<file path="src/hdl/itrd_pkg.sv">
// ----------------------------------------------------------------------------
// itrd_pkg
// Shared types, widths and helpers for the integer to radix digit converter.
// ----------------------------------------------------------------------------
package itrd_pkg;

  localparam int VALUE_W           = 64;
  localparam int RADIX_W           = 6;
  localparam int CHAR_W            = 7;
  localparam int DIGIT_W           = 6;
  localparam int REM_W             = DIGIT_W + 1;
  localparam int DIGIT_STORE_DEPTH = 64;
  localparam int IDX_W             = $clog2(DIGIT_STORE_DEPTH);
  localparam int CNT_W             = $clog2(DIGIT_STORE_DEPTH + 1);
  localparam int BIT_W             = $clog2(VALUE_W);
  localparam int RADIX_MIN         = 2;
  localparam int RADIX_MAX         = 36;

  typedef enum logic [2:0] {
    ST_IDLE,
    ST_DIV,
    ST_READ,
    ST_EMIT,
    ST_ERR
  } itrd_state_t;

  typedef struct packed {
    logic load;
    logic step;
    logic emit;
    logic err;
  } itrd_cmd_t;

  typedef struct packed {
    logic radix_bad;
    logic last_step;
    logic done;
    logic rd_last;
    logic out_free;
  } itrd_sts_t;

  // digit value to ASCII: '0'-'9' then 'A'-'Z'
  function automatic logic [CHAR_W-1:0] digit_char(input logic [DIGIT_W-1:0] d);
    logic [CHAR_W-1:0] base;
    base = (d < DIGIT_W'(10)) ? CHAR_W'(48) : CHAR_W'(55);
    return base + CHAR_W'(d);
  endfunction

endpackage

</file>
<file path="src/hdl/itrd_ctrl.sv">
// ----------------------------------------------------------------------------
// itrd_ctrl
// Sequencer: accept, divide per digit, then read back and emit digits.
// ----------------------------------------------------------------------------
module itrd_ctrl
  import itrd_pkg::*;
(
  input  logic      clk,
  input  logic      rst_n,
  input  logic      in_valid,
  output logic      in_ready,
  input  itrd_sts_t sts,
  output itrd_cmd_t cmd
);

  itrd_state_t state_r, state_nxt;

  always_ff @(posedge clk) begin
    if (!rst_n) begin
      state_r <= ST_IDLE;
    end else begin
      state_r <= state_nxt;
    end
  end

  always_comb begin
    state_nxt = state_r;
    cmd       = '0;
    in_ready  = 1'b0;
    unique case (state_r)
      ST_IDLE: begin
        in_ready = 1'b1;
        if (in_valid) begin
          if (sts.radix_bad) begin
            state_nxt = ST_ERR;
          end else begin
            cmd.load  = 1'b1;
            state_nxt = ST_DIV;
          end
        end
      end
      ST_DIV: begin
        cmd.step = 1'b1;
        if (sts.last_step && sts.done) begin
          state_nxt = ST_READ;
        end
      end
      ST_READ: begin
        state_nxt = ST_EMIT;
      end
      ST_EMIT: begin
        if (sts.out_free) begin
          cmd.emit  = 1'b1;
          state_nxt = sts.rd_last ? ST_IDLE : ST_READ;
        end
      end
      ST_ERR: begin
        if (sts.out_free) begin
          cmd.err   = 1'b1;
          state_nxt = ST_IDLE;
        end
      end
      default: begin
        state_nxt = ST_IDLE;
      end
    endcase
  end

endmodule

</file>
<file path="config.mk">
export PLATFORM = sky130hd
export DESIGN_NAME = itrd_ctrl
export DESIGN_NICKNAME = d
export VERILOG_FILES = /design/src/hdl/itrd_pkg.sv /design/src/hdl/itrd_ctrl.sv
export SDC_FILE = /design/constraint.sdc
export NUM_CORES = 1
export LEC_CHECK = 0
export ABC_CLOCK_PERIOD_IN_PS = 1200
export BUFFER_PORTS_ARGS = -buffer_cell sky130_fd_sc_hd__buf_2
export CORE_AREA = 2 2 39 41
export CTS_CLUSTER_SIZE = 24
export DETAILED_ROUTE_END_ITERATION = 10
export DIE_AREA = 0 0 41 43
export SLEW_MARGIN = 15
export SYNTH_ARGS = -nofsm -noshare
export SYNTH_HDL_FRONTEND = slang
export SYNTH_SLANG_ARGS = --single-unit
</file>
<file path="constraint.sdc">
create_clock -name clk -period 1.2 [get_ports clk]
set_input_delay 0.12 -clock clk [delete_from_list [all_inputs] [get_ports clk]]
set_output_delay 0.12 -clock clk [all_outputs]
set_load 0.02 [all_outputs]
</file>
==> reports/qor.csv <==
stage;metric;value;unit
run_status;status;complete, but fails checks;
run_status;failing checks;negative setup slack;
setup_path;CP most frequent cell;buf_6;
finish;Top Registers;state_r: 3 flops;
setup_path;kind of critical path;reg -> out;
timing;Peak Freq;0.800;GHz
finish;Area Overhead vs Synth;75.2;%
pwr;leak pwr;0.222;nW
finish;Fill cells;159;
setup_path;max incr delay on CP;0.35;ns
clock_network;clock slew seen by the registers of the worst setup and hold paths;0.04;ns
finish;Antenna Cells;0;
clock_network;Num CTS Buffers;3;
synth;Netlist cell types;17;
finish;fraction of layout cells with a size suffix above 1;0.653;
route;WL final;625;µm
synth;Post-synth EDFFs;0;
global_route;first-pass GRT wire length;897;µm
placement;Port Buffers;12;
pwr;Cell Pwr Density;1740;mW/mm²
pwr;VDD IR max;0.000813;V
floorplanning;Rows;14;
pwr;Total Power;0.000773;W
synth;register area share after synthesis;0.238;
setup_path;Slowest cell on crit path;dfxtp_4;
synth;Post-Syn Instances;29;
synth;asr flop ratio synth;0;
floorplanning;Placeable Area;0.00138;mm²
floorplanning;DIE HEIGHT;43;µm
setup_path;crit-path max FO;4;
route;Initial DRT Pass Iterations;2;
finish;max reg flops;3;
timing;Slew HR;0.867;
clock_network;htree depth;1;
global_route;largest net degree at the start of global routing;9;
global_route;gr usage total;0.0805;
setup_path;Worst Setup Start Kind;flop;
floorplanning;chip width;41;µm
finish;Multi-input gate area;206;µm²
worst_hold_path;Hold WC Path Type;in -> reg;
clock_network;CTS Hold Buffers Added;0;
clock_network;clock sink total;3;
global_route;vias in the first global route;238;
floorplanning;initial core utilization;0.183;
floorplanning;Die ar.;0.00176;mm²
setup_path;crit end category;output pin;
setup_path;Top delay family on crit path;flip-flops;
route;initial DRC count;2;
finish;Layout Nets;58;
setup_path;CP Data Arrival Time;1.13;ns
global_route;grt total ovfl;0;
synth;Synth Register Bits;3;
route;per-cell routed wire length;9.62;µm
timing;final max-slew violation count;0;
clock_network;clk buf depth;2;
route;vias per cell;4.31;
timing;Final Skew;0.00226;ns
finish;register area;68.8;µm²
global_route;antenna violations before repair;0;
timing;# setup viols final;1;
synth;Synthesis Warnings;0;
clock_network;CTS tree;built;
route;Vias;280;
synth;Most used DFF post-synth;dfxtp_1;
setup_path;CP required;1.08;ns
setup_path;crit path cell chain;buf_6 -> nor3_4 -> and3b_1 -> buf_6;
synth;syn_nets;37;
timing;worst setup margin;-0.0500;ns
synth;Avg Inst Size Synth;8.72;µm²
floorplanning;I/O Pins;13;
placement;dpl hpwl;436;µm
placement;routability cong.;0.729;
clock_network;Worst-Skew Late Latency;0.23;ns
clock_network;CTS root buffer;clkbuf_4;
finish;Top reg by flops;state_r;
timing;worst-margin pin slew;0.198;ns
timing;final hold violation count;0;
flow_run;max_cap viols;0;
timing;fin crit share;1.04;
timing;RSZ-0062 raised after global routing;yes;
route;residual DRC count;0;
route;ANT nets after route;0;
setup_path;CP bufs+invs;2;
timing;Setup TNS;-0.0500;ns
synth;mapped cell area;253;µm²
timing;post-layout min period;1.25;ns
## metal layers
metal,vias to the layer above,global-route usage,part of all wire
li1,141,-,-
met3,0,0.0314,0.064
met1,128,0.0906,0.46
met5,-,0,0
met4,0,0.0800,0
met2,11,0.106,0.47
## worst reg2reg max path, cell delays in order, from the launching register on
cell and delay, ns:
dfxtp_4 0.35, buf_4 0.14, nand2_1 0.11, nand3_2 0.11, nand2_4 0.08, mux2i_1 0.17
## cells in the final DEF, fill, tap and decap left out
cell / instances
and3_1: 1
and3b_1: 1
buf_2: 7
buf_4: 7
buf_6: 3
clkbuf_1: 1
clkbuf_4: 3
dfxtp_2: 1
dfxtp_4: 2
mux2i_1: 2
nand2_1: 4
nand2_4: 1
nand2b_2: 1
nand2b_4: 1
nand3_1: 3
nand3_2: 1
nand3b_4: 2
nor2_1: 3
nor2_2: 1
nor2b_1: 1
nor3_2: 1
nor3_4: 1
o31ai_1: 1
## timing repair
action,CTS,global route
buffers inserted,1,1
pin swaps,2,0
setup endpoints to repair,5,4
endpoints found under the hold margin,0,0
gates resized for setup,8,8
## final timing paths
check	slack, ns	from	to	depth (start not counted)
worst max-delay path	-0.05	state_r[2]	cmd[3]	4
worst min-delay path	0.17	sts[4]	state_r[2]	3
worst max register to register	0.16	state_r[2]	state_r[1]	5
worst min register to register	0.50	state_r[2]	state_r[2]	2
## power breakdown
group / switching, W / internal, W
Combinational: 0.000181 / 0.000236
Clock: 0.0000506 / 0.000125
Sequential: 0.0000491 / 0.000131
## cell type report
| class | count | area share |
|---|---|---|
| Multi-Input combinational cell | 25 | 0.466 |
| Timing Repair Buffer | 17 | 0.274 |
| Sequential cell | 3 | 0.155 |
| Clock buffer | 4 | 0.0593 |
| Tap cell | 16 | 0.0452 |
## stage by stage
stage	setup slack, ns	utilization	cell area [µm²]	hold slack, ns	cells
final	-0.0500	0.320	443	0.167	65
after global routing	-0.102	0.320	443	0.188	65
after CTS	-0.0975	0.296	409	0.158	64
after detailed placement	0.0448	0.256	354	0.412	59
after global placement	0.0541	0.256	354	0.415	59
after floorplan	0.0286	-	259	0.266	29
## Yosys cell counts, types with 2 or more instances
cell type,instances,area share
mux2i_1,2,0.079
nand2_1,4,0.059
nand3_1,3,0.059
nor2_1,4,0.059
nand3b_4,2,0.16
dfxtp_1,3,0.24
## kinds of logic after synthesis
kind of cell / after synthesis / synth area share
buffers and inverters: 1 / 0.0297
multiplexers: 2 / 0.0792
AND/OR/NAND/NOR: 22 / 0.624
flip-flops: 3 / 0.238
AO/OA/AOI/OAI: 1 / 0.0297
No activity file was read; power rests on OpenSTA's default activity.
