<file path="config.mk">
export PLATFORM = sky130hd
export DESIGN_NAME = itrd_dp
export DESIGN_NICKNAME = d
export VERILOG_FILES = /design/src/hdl/itrd_pkg.sv /design/src/hdl/itrd_ram.sv /design/src/hdl/itrd_dp.sv
export SDC_FILE = /design/constraint.sdc
export NUM_CORES = 1
export LEC_CHECK = 0
export BUFFER_PORTS_ARGS = -buffer_cell sky130_fd_sc_hd__buf_2
export CORE_ASPECT_RATIO = 2
export CORE_UTILIZATION = 40
export DETAILED_ROUTE_END_ITERATION = 16
export SETUP_SLACK_MARGIN = 0.5
export SYNTH_ARGS = -nofsm -noshare
export SYNTH_HDL_FRONTEND = slang
export SYNTH_SLANG_ARGS = --single-unit
export TNS_END_PERCENT = 10
</file>
<file path="constraint.sdc">
create_clock -name clk -period 7.9 [get_ports clk]
set_input_delay 1.58 -clock clk [delete_from_list [all_inputs] [get_ports clk]]
set_output_delay 1.58 -clock clk [all_outputs]
set_load 0.005 [all_outputs]
</file>
<file path="src/hdl/itrd_pkg.sv">
// ----------------------------------------------------------------------------
// itrd_pkg
// Shared types, widths and helpers for the integer to radix digit converter.
// ----------------------------------------------------------------------------
package itrd_pkg;

  localparam int VALUE_W           = 64;
  localparam int RADIX_W           = 6;
  localparam int CHAR_W            = 7;
  localparam int DIGIT_W           = 6;
  localparam int REM_W             = DIGIT_W + 1;
  localparam int DIGIT_STORE_DEPTH = 64;
  localparam int IDX_W             = $clog2(DIGIT_STORE_DEPTH);
  localparam int CNT_W             = $clog2(DIGIT_STORE_DEPTH + 1);
  localparam int BIT_W             = $clog2(VALUE_W);
  localparam int RADIX_MIN         = 2;
  localparam int RADIX_MAX         = 36;

  typedef enum logic [2:0] {
    ST_IDLE,
    ST_DIV,
    ST_READ,
    ST_EMIT,
    ST_ERR
  } itrd_state_t;

  typedef struct packed {
    logic load;
    logic step;
    logic emit;
    logic err;
  } itrd_cmd_t;

  typedef struct packed {
    logic radix_bad;
    logic last_step;
    logic done;
    logic rd_last;
    logic out_free;
  } itrd_sts_t;

  // digit value to ASCII: '0'-'9' then 'A'-'Z'
  function automatic logic [CHAR_W-1:0] digit_char(input logic [DIGIT_W-1:0] d);
    logic [CHAR_W-1:0] base;
    base = (d < DIGIT_W'(10)) ? CHAR_W'(48) : CHAR_W'(55);
    return base + CHAR_W'(d);
  endfunction

endpackage

</file>
<file path="src/hdl/itrd_ram.sv">
// ----------------------------------------------------------------------------
// itrd_ram
// Generic single write port, single read port RAM with registered read.
// ----------------------------------------------------------------------------
module itrd_ram #(
  parameter int WIDTH = 8,
  parameter int DEPTH = 64
) (
  input  logic                     clk,
  input  logic                     wr_en,
  input  logic [$clog2(DEPTH)-1:0] wr_addr,
  input  logic [WIDTH-1:0]         wr_data,
  input  logic [$clog2(DEPTH)-1:0] rd_addr,
  output logic [WIDTH-1:0]         rd_data
);

  logic [WIDTH-1:0] mem [DEPTH];
  logic [WIDTH-1:0] rd_data_r;

  always_ff @(posedge clk) begin
    if (wr_en) begin
      mem[wr_addr] <= wr_data;
    end
    rd_data_r <= mem[rd_addr];
  end

  assign rd_data = rd_data_r;

endmodule

</file>
<file path="src/hdl/itrd_dp.sv">
// ----------------------------------------------------------------------------
// itrd_dp
// Datapath: bit-serial restoring divider, digit store and result register.
// ----------------------------------------------------------------------------
module itrd_dp
  import itrd_pkg::*;
(
  input  logic               clk,
  input  logic               rst_n,
  input  itrd_cmd_t          cmd,
  output itrd_sts_t          sts,
  input  logic [VALUE_W-1:0] in_value,
  input  logic [RADIX_W-1:0] in_radix,
  output logic               out_valid,
  input  logic               out_ready,
  output logic [CHAR_W-1:0]  out_character,
  output logic               out_negative,
  output logic               out_last,
  output logic               out_bad_radix
);

  logic [VALUE_W-1:0] quo_r;
  logic [REM_W-1:0]   rem_r;
  logic [RADIX_W-1:0] radix_r;
  logic               neg_r;
  logic [BIT_W-1:0]   bitcnt_r;
  logic [CNT_W-1:0]   cnt_r;
  logic [IDX_W-1:0]   rd_idx_r;

  logic               out_valid_r;
  logic [CHAR_W-1:0]  out_char_r;
  logic               out_neg_r;
  logic               out_last_r;
  logic               out_bad_r;

  logic [REM_W-1:0]   rem_sh;
  logic [REM_W-1:0]   rad_ext;
  logic               ge;
  logic [REM_W-1:0]   rem_new;
  logic [VALUE_W-1:0] quo_new;
  logic [VALUE_W-1:0] mag;
  logic               last_step;
  logic               store_en;
  logic [DIGIT_W-1:0] rd_digit;
  logic               out_free;

  // one quotient bit per cycle
  always_comb begin
    rem_sh  = {rem_r[REM_W-2:0], quo_r[VALUE_W-1]};
    rad_ext = {1'b0, radix_r};
    ge      = (rem_sh >= rad_ext);
    rem_new = ge ? (rem_sh - rad_ext) : rem_sh;
    quo_new = {quo_r[VALUE_W-2:0], ge};
    mag     = in_value[VALUE_W-1] ? (VALUE_W'(0) - in_value) : in_value;
  end

  assign last_step = (bitcnt_r == BIT_W'(VALUE_W - 1));
  assign store_en  = cmd.step && last_step;
  assign out_free  = !out_valid_r || out_ready;

  always_comb begin
    sts.radix_bad = (in_radix < RADIX_W'(RADIX_MIN)) || (in_radix > RADIX_W'(RADIX_MAX));
    sts.last_step = last_step;
    sts.done      = (quo_new == '0) || (cnt_r == CNT_W'(DIGIT_STORE_DEPTH - 1));
    sts.rd_last   = (rd_idx_r == '0);
    sts.out_free  = out_free;
  end

  always_ff @(posedge clk) begin
    if (cmd.load) begin
      quo_r    <= mag;
      rem_r    <= '0;
      radix_r  <= in_radix;
      neg_r    <= in_value[VALUE_W-1];
      bitcnt_r <= '0;
      cnt_r    <= '0;
    end else if (cmd.step) begin
      quo_r    <= quo_new;
      rem_r    <= last_step ? '0 : rem_new;
      bitcnt_r <= bitcnt_r + BIT_W'(1);
      if (last_step) begin
        cnt_r    <= cnt_r + CNT_W'(1);
        rd_idx_r <= cnt_r[IDX_W-1:0];
      end
    end else if (cmd.emit) begin
      rd_idx_r <= rd_idx_r - IDX_W'(1);
    end
  end

  itrd_ram #(
    .WIDTH (DIGIT_W),
    .DEPTH (DIGIT_STORE_DEPTH)
  ) u_digit_store (
    .clk     (clk),
    .wr_en   (store_en),
    .wr_addr (cnt_r[IDX_W-1:0]),
    .wr_data (rem_new[DIGIT_W-1:0]),
    .rd_addr (rd_idx_r),
    .rd_data (rd_digit)
  );

  always_ff @(posedge clk) begin
    if (!rst_n) begin
      out_valid_r <= 1'b0;
    end else if (cmd.emit || cmd.err) begin
      out_valid_r <= 1'b1;
    end else if (out_ready) begin
      out_valid_r <= 1'b0;
    end
  end

  always_ff @(posedge clk) begin
    if (cmd.emit) begin
      out_char_r <= digit_char(rd_digit);
      out_neg_r  <= neg_r;
      out_last_r <= (rd_idx_r == '0);
      out_bad_r  <= 1'b0;
    end else if (cmd.err) begin
      out_char_r <= '0;
      out_neg_r  <= 1'b0;
      out_last_r <= 1'b1;
      out_bad_r  <= 1'b1;
    end
  end

  assign out_valid     = out_valid_r;
  assign out_character = out_char_r;
  assign out_negative  = out_neg_r;
  assign out_last      = out_last_r;
  assign out_bad_radix = out_bad_r;

endmodule

</file>
==> impl_metrics.toml <==
[placement]
dp_hpwl_mm = 35.2
place.gp.congestion = 0.835
io_buffers = 92

[sta]
rsz0062_at_grt = "false"
hold_violations = 0
fin_crit_ns = 4.63
clock.fmax_ghz = 0.216
slew_headroom_pct = 24.0
clock_skew_ns = 0.0238
worst_slew_pin_slew_ns = 1.14
setup_tns_ns = 0
setup_viol = 0
post-route-period-util_pct = 58.6
slew_viol_final = 0

[cts]
numCtsBuffers = 45
clkTransAtPathRegs_ns = 0.06
clockBufferDepth = 3
clk_latency_ns = 0.58
htree_levels = 2
clock-root-buffer = "clkbuf_16"
clkSinkCount = 497
postCtsResizedCells = 0
post-cts-setup-buffer-count = 0
cts_tree = "built"
cts_hold_buf = 0

[route]
wl_per_cell_um = 23.5
drc = 5
first_pass_iters = 14
drt_iter0_markers = 794
postRouteAntennaNets = 0
vias = 12100
viasPerCell = 5.57
routed_wl_mm = 51.0

[outcome]
violations = "DRC"
outcome = "finished, violations left"

[floorplanning]
dieArea_um2 = 54700
design.portCount = 93
coreArea_um2 = 52900
num_rows = 119
start_util_pct = 40.7
die_x_um = 166
die_height_um = 330

[global_routing]
grt_pass1_wl_mm = 78.1
grt_max_degree = 95
grt_pass1_vias = 12800
grtUsageTotal_pct = 19.2
antenna_found_initial = 0
overflow = 0

[cells_and_area]
area_growth_pct = 12.6
final_nets = 1561
antennaDiodeCount = 0
layout-drive-gt1-share_pct = 20.7
fin_util_pct = 45.8

[logic_synthesis]
syn_inst = 1385
async_flop_share_pct = 0
synth_top_area_cell = "edfxtp_1"
ys_seq_area_share_pct = 68.2
yosysMostFrequentCell = "edfxtp_1"
synth_top_area_share_pct = 65.7
ys_types = 59
synth_edf_count = 470
synth_nets = 1478
synth_area_leaders = "edfxtp_1 66%, mux4_2 10%, nor2_1 3.2%, xor2_1 2.7%, dfxtp_1 2.5%"
ys_ff_latch = 497
synth_common_cells = "470 x edfxtp_1, 184 x nor2_1, 98 x mux4_2"
synth_area_um2 = 21500
synth_warnings = 0
avgSynthCellArea_um2 = 15.5
yosys_most_used_dff = "edfxtp_1"

[run]
drv_cap = 0

[setup_path]
start_kind = "flip-flop"
required_ns = 6.32
path_buf_inv = 2
slowest_delay_ns = 0.73
slowest_stage = "nor2b_1"
crit_arrival_ns = 3.05
crit_chain = "inv_1 -> ha_1 -> a21o_1 -> a21o_1 -> o21ai_0 -> nor2b_1 -> nand2_1 -> o31ai_1 -> buf_2"
critPathTopFamily = "simple AND/OR/NAND/NOR gates"
cp.depth = 9
r2r_cells = 8
cp_common_cell = "a21o_1"
cp-end-kind = "primary output"
criticalPathCategory = "flip-flop to primary output"
crit_path_max_fanout = 7

[power_and_ir_drop]
power_mw = 5.78
leakagePower_nw = 7.98
cellPowerDensity_nw_per_um2 = 239
vdd_drop_max_mv = 0.139

[hold_path]
hold_class = "flip-flop to flip-flop"
whs_path_depth = 2
## where the power goes
group | switching, mW | internal (mW)
Combinational | 0.276 | 0.127
Clock | 0.985 | 1.33
Sequential | 0.0334 | 3.03
Total | 1.29 | 4.49
## cells by family after synthesis
logic type	after synthesis	synth area share [%]
compound gates	193	5.94
xor+xnor	78	3.18
fa+ha+maj	16	1.00
buf+inv	96	1.82
flops	497	68.2
mux	122	11.4
simple gates	383	8.46
## stage by stage
step	hold WS, ns	instance area (um^2)	instances	worst slack, ns
detailed placement	0.453	22600	2086	3.54
finish	0.461	24200	2169	3.27
CTS	0.467	24200	2169	3.17
floorplan	0.450	21500	1385	3.81
global route	0.515	24200	2169	2.93
global placement	0.447	22600	2086	3.54
## layout make-up
type	instances	area [um^2]
fill	4569	28700
inverter	26	97.6
clock buffer	51	1200
timing repair buffer	106	581
clock inverter	32	359
tap	665	832
multi-input combinational	792	6470
sequential	497	14700
## flip-flops by register name, summed over array words and instances, names as in the netlist, 6 cells and up
signal	cells
rem_r	6
bitcnt_r	6
u_digit_store.rd_data	6
u_digit_store.mem	384
cnt_r	7
quo_r	64
radix_r	6
out_character	7
rd_idx_r	6
## metal layers
| layer | routed length, um | vias to the layer above | GRT usage (%) |
|---|---|---|---|
| li1 | - | 5556 | - |
| met1 | 17100 | 6091 | 18.8 |
| met2 | 29300 | 326 | 38.4 |
| met3 | 1900 | 118 | 2.32 |
| met4 | 2700 | 0 | 10.3 |
| met5 | 0 | - | 0 |
## cell usage in the layout (no fill, tap or decap), types with 7 or more instances in the layout
| master | n |
|---|---|
| xnor2_1 | 12 |
| o41ai_2 | 7 |
| or2_2 | 8 |
| xor2_1 | 66 |
| or4_1 | 14 |
| or3_1 | 13 |
| nand2_1 | 64 |
| clkinv_1 | 11 |
| bufinv_16 | 7 |
| nand4_1 | 10 |
| mux4_2 | 98 |
| inv_1 | 23 |
| nand3_1 | 12 |
| mux2i_1 | 16 |
| buf_4 | 14 |
| nor2_1 | 184 |
| clkbuf_16 | 47 |
| buf_2 | 91 |
| o31ai_1 | 11 |
| a22oi_1 | 10 |
| a22o_1 | 8 |
| nor2b_1 | 10 |
| ha_1 | 14 |
| dfxtp_1 | 27 |
| edfxtp_1 | 470 |
| nand2b_1 | 9 |
| nor4_1 | 25 |
| a21oi_1 | 71 |
| o21ai_0 | 38 |
| nor3_1 | 14 |
| o41ai_1 | 10 |
## worst min-delay path: stages (launching register included)
cell	delay, ns
dfxtp_1	0.32
nor2_1	0.04
nor2_1	0.06
## final timing paths
| path | startpoint | to | slack (ns) |
|---|---|---|---|
| worst min-delay path | out_bad_radix$_SDFFE_PP0P_ | out_bad_radix$_SDFFE_PP0P_ | 0.46 |
| worst max register to register | radix_r[3]$_DFFE_PP_ | u_digit_store.mem[39][0]$_DFFE_PP_ | 4.58 |
| worst max-delay path | radix_r[3]$_DFFE_PP_ | sts[2] | 3.27 |
| worst min register to register | out_bad_radix$_SDFFE_PP0P_ | out_bad_radix$_SDFFE_PP0P_ | 0.46 |
No activity file was read; power rests on OpenSTA's default activity.
